## src/rtl/atle_pkg.sv

```systemverilog
// ----------------------------------------------------------------------------
// atle_pkg
// Types and constants shared by the address table with LRU eviction.
// ----------------------------------------------------------------------------
`default_nettype none

package atle_pkg;

    localparam int DEVICES      = 16;
    localparam int READING_BITS = 32;
    localparam int RESULT_LIMIT = 16;
    localparam int IDX_W        = (DEVICES > 1) ? $clog2(DEVICES) : 1;
    localparam int SCAN_W       = IDX_W + 1;

    localparam logic [4:0]  DEV_CNT_MAX = 5'd31;
    localparam logic [15:0] EVICT_MAX   = 16'hFFFF;
    localparam logic [31:0] STALE_RESET = 32'd60;

    typedef enum logic [1:0] {
        FN_UPSERT   = 2'd0,
        FN_SNAPSHOT = 2'd1,
        FN_CLEAR    = 2'd2,
        FN_NONE     = 2'd3
    } t_func;

    typedef enum logic [2:0] {
        ST_IDLE,
        ST_UPS_SCAN,
        ST_UPS_WRITE,
        ST_SNAP_SCAN,
        ST_FLUSH,
        ST_RESP
    } t_state;

    typedef struct packed {
        logic [1:0]         func;
        logic [47:0]        address;
        logic signed [7:0]  rssi;
        logic [31:0]        reading_word;
        logic [31:0]        now_seconds;
        logic [4:0]         emit_cap;
    } t_req;

    typedef struct packed {
        logic               entry_valid;
        logic [47:0]        out_address;
        logic signed [7:0]  out_rssi;
        logic [31:0]        out_reading;
        logic [31:0]        out_last_seen;
        logic               last_of_run;
        logic [4:0]         device_count;
        logic [15:0]        evicted_count;
    } t_res;

    typedef struct packed {
        logic [47:0]             address;
        logic signed [7:0]       rssi;
        logic [READING_BITS-1:0] reading;
        logic [31:0]             last_seen;
    } t_slot;

endpackage

`default_nettype wire

```

## src/rtl/address_table_lru_evict_top.sv

```systemverilog
// ----------------------------------------------------------------------------
// address_table_lru_evict_top
// Device table keyed by 48-bit address: upsert with LRU eviction, age
// filtered snapshot read-out, and table clear.
//
//   channel   direction  handshake                 payload
//   request   in         start, busy               i_req  (t_req)
//   result    out        o_res_strobe              o_res  (t_res)
//   config    in         i_cfg_valid, o_cfg_ready  i_cfg_data (stale limit)
//
// Upsert and snapshot requests scan the slot memory one entry per cycle
// (one read port). Upsert: scan, then write, then a single result strobe.
// Snapshot: results strobed as entries qualify; the scan stops at the limit.
// Clear, unused codes and zero-limit snapshot skip the scan. busy stays high
// until the final result.
// Reset clears the in-use bits and counters and sets the stale limit to 60;
// memory is not cleared. Results cannot be stalled; config is always ready.
// ----------------------------------------------------------------------------
`default_nettype none

module address_table_lru_evict_top (
    input  wire logic             i_clk,
    input  wire logic             i_rst_n,
    input  wire logic             start,
    output logic                  busy,
    input  wire atle_pkg::t_req   i_req,
    output logic                  o_res_strobe,
    output atle_pkg::t_res        o_res,
    input  wire logic             i_cfg_valid,
    output logic                  o_cfg_ready,
    input  wire logic [31:0]      i_cfg_data
);

    import atle_pkg::*;

    t_state               r_state, n_state;
    t_req                 r_req, n_req;
    logic [SCAN_W-1:0]    r_rd_addr, n_rd_addr;
    logic                 r_rd_vld, n_rd_vld;
    logic [IDX_W-1:0]     r_rd_idx, n_rd_idx;
    t_slot                r_rd_data;
    logic                 r_hit_fnd, n_hit_fnd;
    logic [IDX_W-1:0]     r_hit_idx, n_hit_idx;
    logic                 r_free_fnd, n_free_fnd;
    logic [IDX_W-1:0]     r_free_idx, n_free_idx;
    logic [31:0]          r_min_ls, n_min_ls;
    logic [IDX_W-1:0]     r_min_idx, n_min_idx;
    logic                 r_pend_vld, n_pend_vld;
    t_slot                r_pend, n_pend;
    logic [4:0]           r_cnt, n_cnt;
    logic [4:0]           r_limit, n_limit;
    logic [DEVICES-1:0]   r_in_use, n_in_use;
    logic [15:0]          r_evict, n_evict;
    logic [4:0]           r_dev_cnt, n_dev_cnt;
    logic [31:0]          r_stale;
    logic                 r_res_strobe, n_res_strobe;
    t_res                 r_res, n_res;

    t_slot                r_mem [DEVICES];
    logic                 rd_en;
    logic [IDX_W-1:0]     rd_idx;
    logic                 wr_en;
    logic [IDX_W-1:0]     wr_idx;
    t_slot                wr_data;

    function automatic t_res entry_res(input t_slot s, input logic last,
                                       input logic [4:0] dc, input logic [15:0] ec);
        t_res r;
        r.entry_valid   = 1'b1;
        r.out_address   = s.address;
        r.out_rssi      = s.rssi;
        r.out_reading   = 32'(s.reading);
        r.out_last_seen = s.last_seen;
        r.last_of_run   = last;
        r.device_count  = dc;
        r.evicted_count = ec;
        return r;
    endfunction

    function automatic t_res empty_res(input logic [4:0] dc, input logic [15:0] ec);
        t_res r;
        r               = '0;
        r.last_of_run   = 1'b1;
        r.device_count  = dc;
        r.evicted_count = ec;
        return r;
    endfunction

    assign busy         = (r_state != ST_IDLE);
    assign o_cfg_ready  = 1'b1;
    assign o_res_strobe = r_res_strobe;
    assign o_res        = r_res;

    // slot memory
    always_ff @(posedge i_clk) begin
        if (wr_en) begin
            r_mem[wr_idx] <= wr_data;
        end
        if (rd_en) begin
            r_rd_data <= r_mem[rd_idx];
        end
    end

    always_ff @(posedge i_clk) begin
        if (!i_rst_n) begin
            r_state      <= ST_IDLE;
            r_rd_vld     <= 1'b0;
            r_in_use     <= '0;
            r_evict      <= '0;
            r_dev_cnt    <= '0;
            r_stale      <= STALE_RESET;
            r_res_strobe <= 1'b0;
            r_pend_vld   <= 1'b0;
            r_hit_fnd    <= 1'b0;
            r_free_fnd   <= 1'b0;
        end else begin
            r_state      <= n_state;
            r_rd_vld     <= n_rd_vld;
            r_in_use     <= n_in_use;
            r_evict      <= n_evict;
            r_dev_cnt    <= n_dev_cnt;
            r_res_strobe <= n_res_strobe;
            r_pend_vld   <= n_pend_vld;
            r_hit_fnd    <= n_hit_fnd;
            r_free_fnd   <= n_free_fnd;
            if (i_cfg_valid && o_cfg_ready) begin
                r_stale <= i_cfg_data;
            end
        end
    end

    always_ff @(posedge i_clk) begin
        r_req      <= n_req;
        r_rd_addr  <= n_rd_addr;
        r_rd_idx   <= n_rd_idx;
        r_hit_idx  <= n_hit_idx;
        r_free_idx <= n_free_idx;
        r_min_ls   <= n_min_ls;
        r_min_idx  <= n_min_idx;
        r_pend     <= n_pend;
        r_cnt      <= n_cnt;
        r_limit    <= n_limit;
        r_res      <= n_res;
    end

    always_comb begin
        logic        last_idx;
        logic        qual;
        logic [31:0] age;

        n_state      = r_state;
        n_req        = r_req;
        n_rd_addr    = r_rd_addr;
        n_rd_vld     = 1'b0;
        n_rd_idx     = r_rd_addr[IDX_W-1:0];
        n_hit_fnd    = r_hit_fnd;
        n_hit_idx    = r_hit_idx;
        n_free_fnd   = r_free_fnd;
        n_free_idx   = r_free_idx;
        n_min_ls     = r_min_ls;
        n_min_idx    = r_min_idx;
        n_pend_vld   = r_pend_vld;
        n_pend       = r_pend;
        n_cnt        = r_cnt;
        n_limit      = r_limit;
        n_in_use     = r_in_use;
        n_evict      = r_evict;
        n_dev_cnt    = r_dev_cnt;
        n_res_strobe = 1'b0;
        n_res        = r_res;
        rd_en        = 1'b0;
        rd_idx       = r_rd_addr[IDX_W-1:0];
        wr_en        = 1'b0;
        wr_idx       = r_hit_idx;
        wr_data.address   = r_req.address;
        wr_data.rssi      = r_req.rssi;
        wr_data.reading   = READING_BITS'(r_req.reading_word);
        wr_data.last_seen = r_req.now_seconds;

        last_idx = (r_rd_idx == IDX_W'(DEVICES - 1));
        age      = r_req.now_seconds - r_rd_data.last_seen;
        qual     = r_in_use[r_rd_idx] && (age <= r_stale);

        // read issue during scans
        if (r_state == ST_UPS_SCAN || r_state == ST_SNAP_SCAN) begin
            rd_en     = (r_rd_addr < SCAN_W'(DEVICES));
            n_rd_vld  = rd_en;
            if (rd_en) begin
                n_rd_addr = r_rd_addr + SCAN_W'(1);
            end
        end

        case (r_state)
            ST_IDLE: begin
                if (start) begin
                    n_req      = i_req;
                    n_rd_addr  = '0;
                    n_hit_fnd  = 1'b0;
                    n_free_fnd = 1'b0;
                    n_pend_vld = 1'b0;
                    n_cnt      = '0;
                    n_limit    = (i_req.emit_cap > 5'(RESULT_LIMIT)) ?
                                 5'(RESULT_LIMIT) : i_req.emit_cap;
                    case (i_req.func)
                        FN_UPSERT: begin
                            n_state = ST_UPS_SCAN;
                        end
                        FN_SNAPSHOT: begin
                            n_state = (n_limit == '0) ? ST_RESP : ST_SNAP_SCAN;
                        end
                        FN_CLEAR: begin
                            n_in_use  = '0;
                            n_evict   = '0;
                            n_dev_cnt = '0;
                            n_state   = ST_RESP;
                        end
                        default: begin
                            n_state = ST_RESP;
                        end
                    endcase
                end
            end
            ST_UPS_SCAN: begin
                if (r_rd_vld) begin
                    if (!r_hit_fnd && r_in_use[r_rd_idx] &&
                        r_rd_data.address == r_req.address) begin
                        n_hit_fnd = 1'b1;
                        n_hit_idx = r_rd_idx;
                    end
                    if (!r_free_fnd && !r_in_use[r_rd_idx]) begin
                        n_free_fnd = 1'b1;
                        n_free_idx = r_rd_idx;
                    end
                    if (r_rd_idx == '0 || r_rd_data.last_seen < r_min_ls) begin
                        n_min_ls  = r_rd_data.last_seen;
                        n_min_idx = r_rd_idx;
                    end
                    if (last_idx) begin
                        n_state = ST_UPS_WRITE;
                    end
                end
            end
            ST_UPS_WRITE: begin
                wr_en = 1'b1;
                if (r_hit_fnd) begin
                    wr_idx = r_hit_idx;
                end else if (r_free_fnd) begin
                    wr_idx = r_free_idx;
                    if (r_dev_cnt != DEV_CNT_MAX) begin
                        n_dev_cnt = r_dev_cnt + 5'd1;
                    end
                end else begin
                    wr_idx = r_min_idx;
                    if (r_evict != EVICT_MAX) begin
                        n_evict = r_evict + 16'd1;
                    end
                end
                n_in_use[wr_idx] = 1'b1;
                n_state          = ST_RESP;
            end
            ST_SNAP_SCAN: begin
                if (r_rd_vld) begin
                    if (qual) begin
                        if (r_pend_vld) begin
                            n_res_strobe = 1'b1;
                            n_res        = entry_res(r_pend, 1'b0, r_dev_cnt, r_evict);
                        end
                        n_pend     = r_rd_data;
                        n_pend_vld = 1'b1;
                        n_cnt      = r_cnt + 5'd1;
                    end
                    if ((qual && (r_cnt + 5'd1) == r_limit) || last_idx) begin
                        n_state = ST_FLUSH;
                    end
                end
            end
            ST_FLUSH: begin
                n_res_strobe = 1'b1;
                n_res        = r_pend_vld ? entry_res(r_pend, 1'b1, r_dev_cnt, r_evict)
                                          : empty_res(r_dev_cnt, r_evict);
                n_pend_vld   = 1'b0;
                n_state      = ST_IDLE;
            end
            ST_RESP: begin
                n_res_strobe = 1'b1;
                n_res        = empty_res(r_dev_cnt, r_evict);
                n_state      = ST_IDLE;
            end
            default: begin
                n_state = ST_IDLE;
            end
        endcase
    end

endmodule

`default_nettype wire

```

## config.mk

```make
export PLATFORM = sky130hd
export DESIGN_NAME = address_table_lru_evict_top
export DESIGN_NICKNAME = d
export VERILOG_FILES = /design/src/rtl/atle_pkg.sv /design/src/rtl/address_table_lru_evict_top.sv
export SDC_FILE = /design/constraint.sdc
export NUM_CORES = 2
export LEC_CHECK = 0
export ABC_CLOCK_PERIOD_IN_PS = 10800
export BUFFER_PORTS_ARGS = -buffer_cell sky130_fd_sc_hd__buf_2
export CORE_MARGIN = 3
export CORE_UTILIZATION = 30
export CTS_CLUSTER_SIZE = 25
export DETAILED_ROUTE_END_ITERATION = 6
export HOLD_SLACK_MARGIN = 0.06
export PLACE_DENSITY = 0.49
export REMOVE_ABC_BUFFERS = 1
export SLEW_MARGIN = 20
export SYNTH_ARGS = -nofsm -noshare
export SYNTH_HDL_FRONTEND = slang
export SYNTH_SLANG_ARGS = --single-unit
```

## constraint.sdc

```tcl
create_clock -name i_clk -period 10.8 [get_ports i_clk]
set_clock_uncertainty 0.15 [all_clocks]
set_input_delay 2.16 -clock i_clk [delete_from_list [all_inputs] [get_ports i_clk]]
set_output_delay 2.16 -clock i_clk [all_outputs]
set_load 0.01 [all_outputs]
```

==> out/results.tsv <==
stage	metric	value	unit
logic_synthesis	ys_async_sr_fraction	0	%
logic_synthesis	synthTopCellsByCount	2477 x edfxtp_1, 605 x mux4_2, 129 x inv_1	
cells_and_area	nets	5104	
worst_setup_path	worst-setup-path-type	reg2reg	
route	routed_wl	260200	um
clock_network	ctsHoldBuffers	0	
timing	tightest_slew	1.107	ns
pwr	netSwitchingPower	0.006353	W
route	vias_per_cell	4.836	
floorplan	start_util	30.18	%
worst_hold_path	worst_hold_path_type	reg2reg	
grt	grt_max_degree	127	
logic_synthesis	synth_compound_area_share	1.448	%
pwr	ir_drop	0.1686	mV
worst_setup_path	worstPathMaxFanout	91	
clock_network	clkTransAtPathRegs	0.06	ns
cells_and_area	multi_input_area	0.01989	sq mm
floorplan	pin_count	309	
logic_synthesis	ys.flop_type	edfxtp_1	
pwr	seqPwrFrac	46.7	%
worst_setup_path	crit_required	11.12	ns
grt	grt_overflow	0	
cells_and_area	area_growth_syn_to_layout	16.94	%
grt	antenna_found_initial	42	
worst_setup_path	r2r_setup_slack	3.59	ns
logic_synthesis	ys_seq_area_share	78.38	%
floorplan	die_height	574.9	um
cells_and_area	seq_area	0.07612	sq mm
logic_synthesis	synth_top_family_by_area	multiplexers	
route	vias	45350	
logic_synthesis	yosysMostFrequentCell	edfxtp_1	
cells_and_area	stdcell_count	9377	
pwr	p_per_area	224.4	mW/mm^2
timing	final_max_slew_viol_count	0	
pwr	pwr-share-clk	37.9	%
status	outcome	finished clean	
placed_design	io_buffers	307	
floorplan	core	0.3217	sq mm
clock_network	clock_sinks	2563	
route	routedWlPerCell	27.75	um
pwr	p_int	0.01913	W
timing	rsz0062_at_grt	no	
logic_synthesis	synth_warnings	0	
clock_network	clkLatencyLatePin	0.90	ns
pwr	p_leak	35.77	nW
worst_setup_path	cpMaxStageDelayCell	edfxtp_1	
placed_design	placedCellCount	8851	
worst_hold_path	holdCritStartpoint	r_rd_data[56]	
clock_network	h-tree-depth	5	
logic_synthesis	synth_adder_area_share	1.296	%
worst_setup_path	cp-end-kind	flop	
logic_synthesis	syn_area	0.09709	sq mm
clock_network	cts_resized	0	
worst_setup_path	critPathLaunch	r_req[5]	
worst_setup_path	worstPathArrival	7.54	ns
timing	finalSetupViolCount	0	
timing	maxSlewHeadroom	25.64	%
worst_setup_path	slowest_delay	0.68	ns
timing	max_freq	138.6	MHz
worst_setup_path	worstReg2RegStart	r_req[5]	
pwr	p_comb_share	15.5	%
timing	hold_viol	0	
logic_synthesis	synthSimpleGateAreaFrac	2.437	%
logic_synthesis	synth_top_area_share	76.61	%
timing	setup-tns-final	0	ns
worst_setup_path	cp_cell_sequence	inv_1 > ha_1 > fa_1 > nand2b_1 > a21o_1 > a31oi_1 > a21o_1 > a211oi_1 > nor2_1 > o21ai_1 > a311o_1 > ha_1 > nand4_1 > nor4_2 > nand2_1 > a22o_1 > a31oi_1 > nand3_1 > inv_6 > buf_12	
placed_design	gp_congestion	0.7548	
cells_and_area	n_fill_cell	29910	
timing	period_share	66.80	%
grt	track_usage	15.43	%
clock_network	clk_path_buf_depth	4	
grt	grt_pass1_wl	366500	um
route	first_iter_violations	4072	
logic_synthesis	synth_mux_area_share	14.38	%
floorplan	dieArea	0.3305	sq mm
clock_network	cts_buffers	292	
pwr	p_sw_share	24.93	%
logic_synthesis	synth_xor_area_share	0.7577	%
logic_synthesis	synth.largest_area_cell	edfxtp_1	
placed_design	post-dp-hpwl	139600	um
floorplan	chipWidth	574.9	um
floorplan	rows	208	
route	remaining_drc_errors	0	
timing	fin_crit	7.215	ns
run	maxCapViolCount	0	
logic_synthesis	syn_area_per_cell	22.40	sq um
logic_synthesis	synth_area_leaders	edfxtp_1 77%, mux4_2 14%, dfxtp_1 1.8%	
clock_network	cts_setup_buffers	0	
logic_synthesis	postSynthCellCount	4335	
grt	grt_pass1_vias	47250	
logic_synthesis	ys_ff_latch	2563	
logic_synthesis	synth_cell_types	74	
route	dr.pass1.iters	7	
clock_network	cts_root_buf	clkbuf_16	
worst_setup_path	cp-start-kind	flop	
logic_synthesis	synth-edff-count	2477	
cells_and_area	drive_gt1_share	28.13	%
route	ant_nets	0	
clock_network	cts_tree	built	
[sequential cells by signal, indices dropped and copies added, names as in the netlist, 5 cells and up]
signal,flops
r_req,120
r_limit,5
r_min_ls,32
r_mem,1920
r_dev_cnt,5
r_rd_addr,5
r_stale,32
r_rd_data,120
r_evict,16
r_in_use,16
o_res,143
r_pend,120
r_cnt,5
[area by class of cell]
class                           count  area share (%)
Antenna cell                        9         0.01984
Clock buffer                      358           6.746
Clock inverter                    158           1.405
Inverter                          129          0.4309
Multi-Input combinational cell   1467           17.52
Sequential cell                  2563           67.04
Tap cell                         4305           4.744
Timing Repair Buffer              388           2.094
[critical path: cells and delay by family, from the launching register on]
family	cells	cell delay [ns]
AOI/OAI and AO/OA	8	2.31
and+or+nand+nor	6	1.37
buffers and inverters	3	1.06
adders and majority gates	3	0.95
DFF	1	0.68
[metrics by stage]
| step | hold slack [ns] | power (W) | cell area, sq um | setup WS (ns) | utilization, % |
|---|---|---|---|---|---|
| 2_1_floorplan | 0.2503 | 0.01666 | 96320 | -10.43 | - |
| 3_3_place_gp | 0.2520 | 0.01612 | 104200 | 3.479 | 32.40 |
| 3_5_place_dp | 0.2545 | 0.01614 | 104200 | 3.414 | 32.40 |
| 4_1_cts | 0.2623 | 0.02589 | 113500 | 3.399 | 35.28 |
| 5_1_grt | 0.2706 | 0.02657 | 113500 | 3.062 | 35.29 |
| 6_report | 0.2609 | 0.02548 | 113500 | 3.585 | 35.30 |
[layer usage]
layer  part of all wire [%]  GRT usage [%]  vias to the layer above  routed length [um]
li1                       -              -                    19020                   -
met2                     46          24.09                     1329              120300
met4                    2.4          3.743                       16                6361
met5                  0.048              0                        -                 126
met3                    5.8          3.061                      398               15090
met1                     45          22.19                    24580              118300
[layout by cell type, fill, tap and decap left out, types with 60 or more instances in the layout]
cell / instances
ha_1: 99
nor2_1: 78
and2_1: 127
dfxtp_1: 82
buf_2: 307
clkbuf_1: 60
mux4_2: 605
inv_1: 128
clkbuf_16: 296
a21oi_1: 67
buf_4: 63
edfxtp_1: 2477
clkinv_1: 65
[cell families (layout without fill, tap and decap cells)]
group	count (synthesis)	after routing
buffers and inverters	305	1033
AOI/OAI and AO/OA	214	214
other	1	10
DFF	2563	2563
muxes	639	639
and+or+nand+nor	429	429
xor gates and xnor gates	84	84
adders and majority gates	100	100
[final timing paths]
check               end  depth (start not counted)
max          r_pend[40]                         20
min          r_pend[56]                          0
max reg2reg  r_pend[40]                         20
min reg2reg  r_pend[56]                          0
[power by group through the flow]
stage / Clock [W] / Sequential [W] / Combinational (W)
finish: 0.00965 / 0.0119 / 0.00394
global placement: 0 / 0.0121 / 0.00404
floorplan: 0 / 0.0124 / 0.00431
CTS: 0.00994 / 0.0119 / 0.00404
global route: 0.0103 / 0.0119 / 0.00429
detailed placement: 0 / 0.0121 / 0.00403
(Power assumes the default switching activity.)
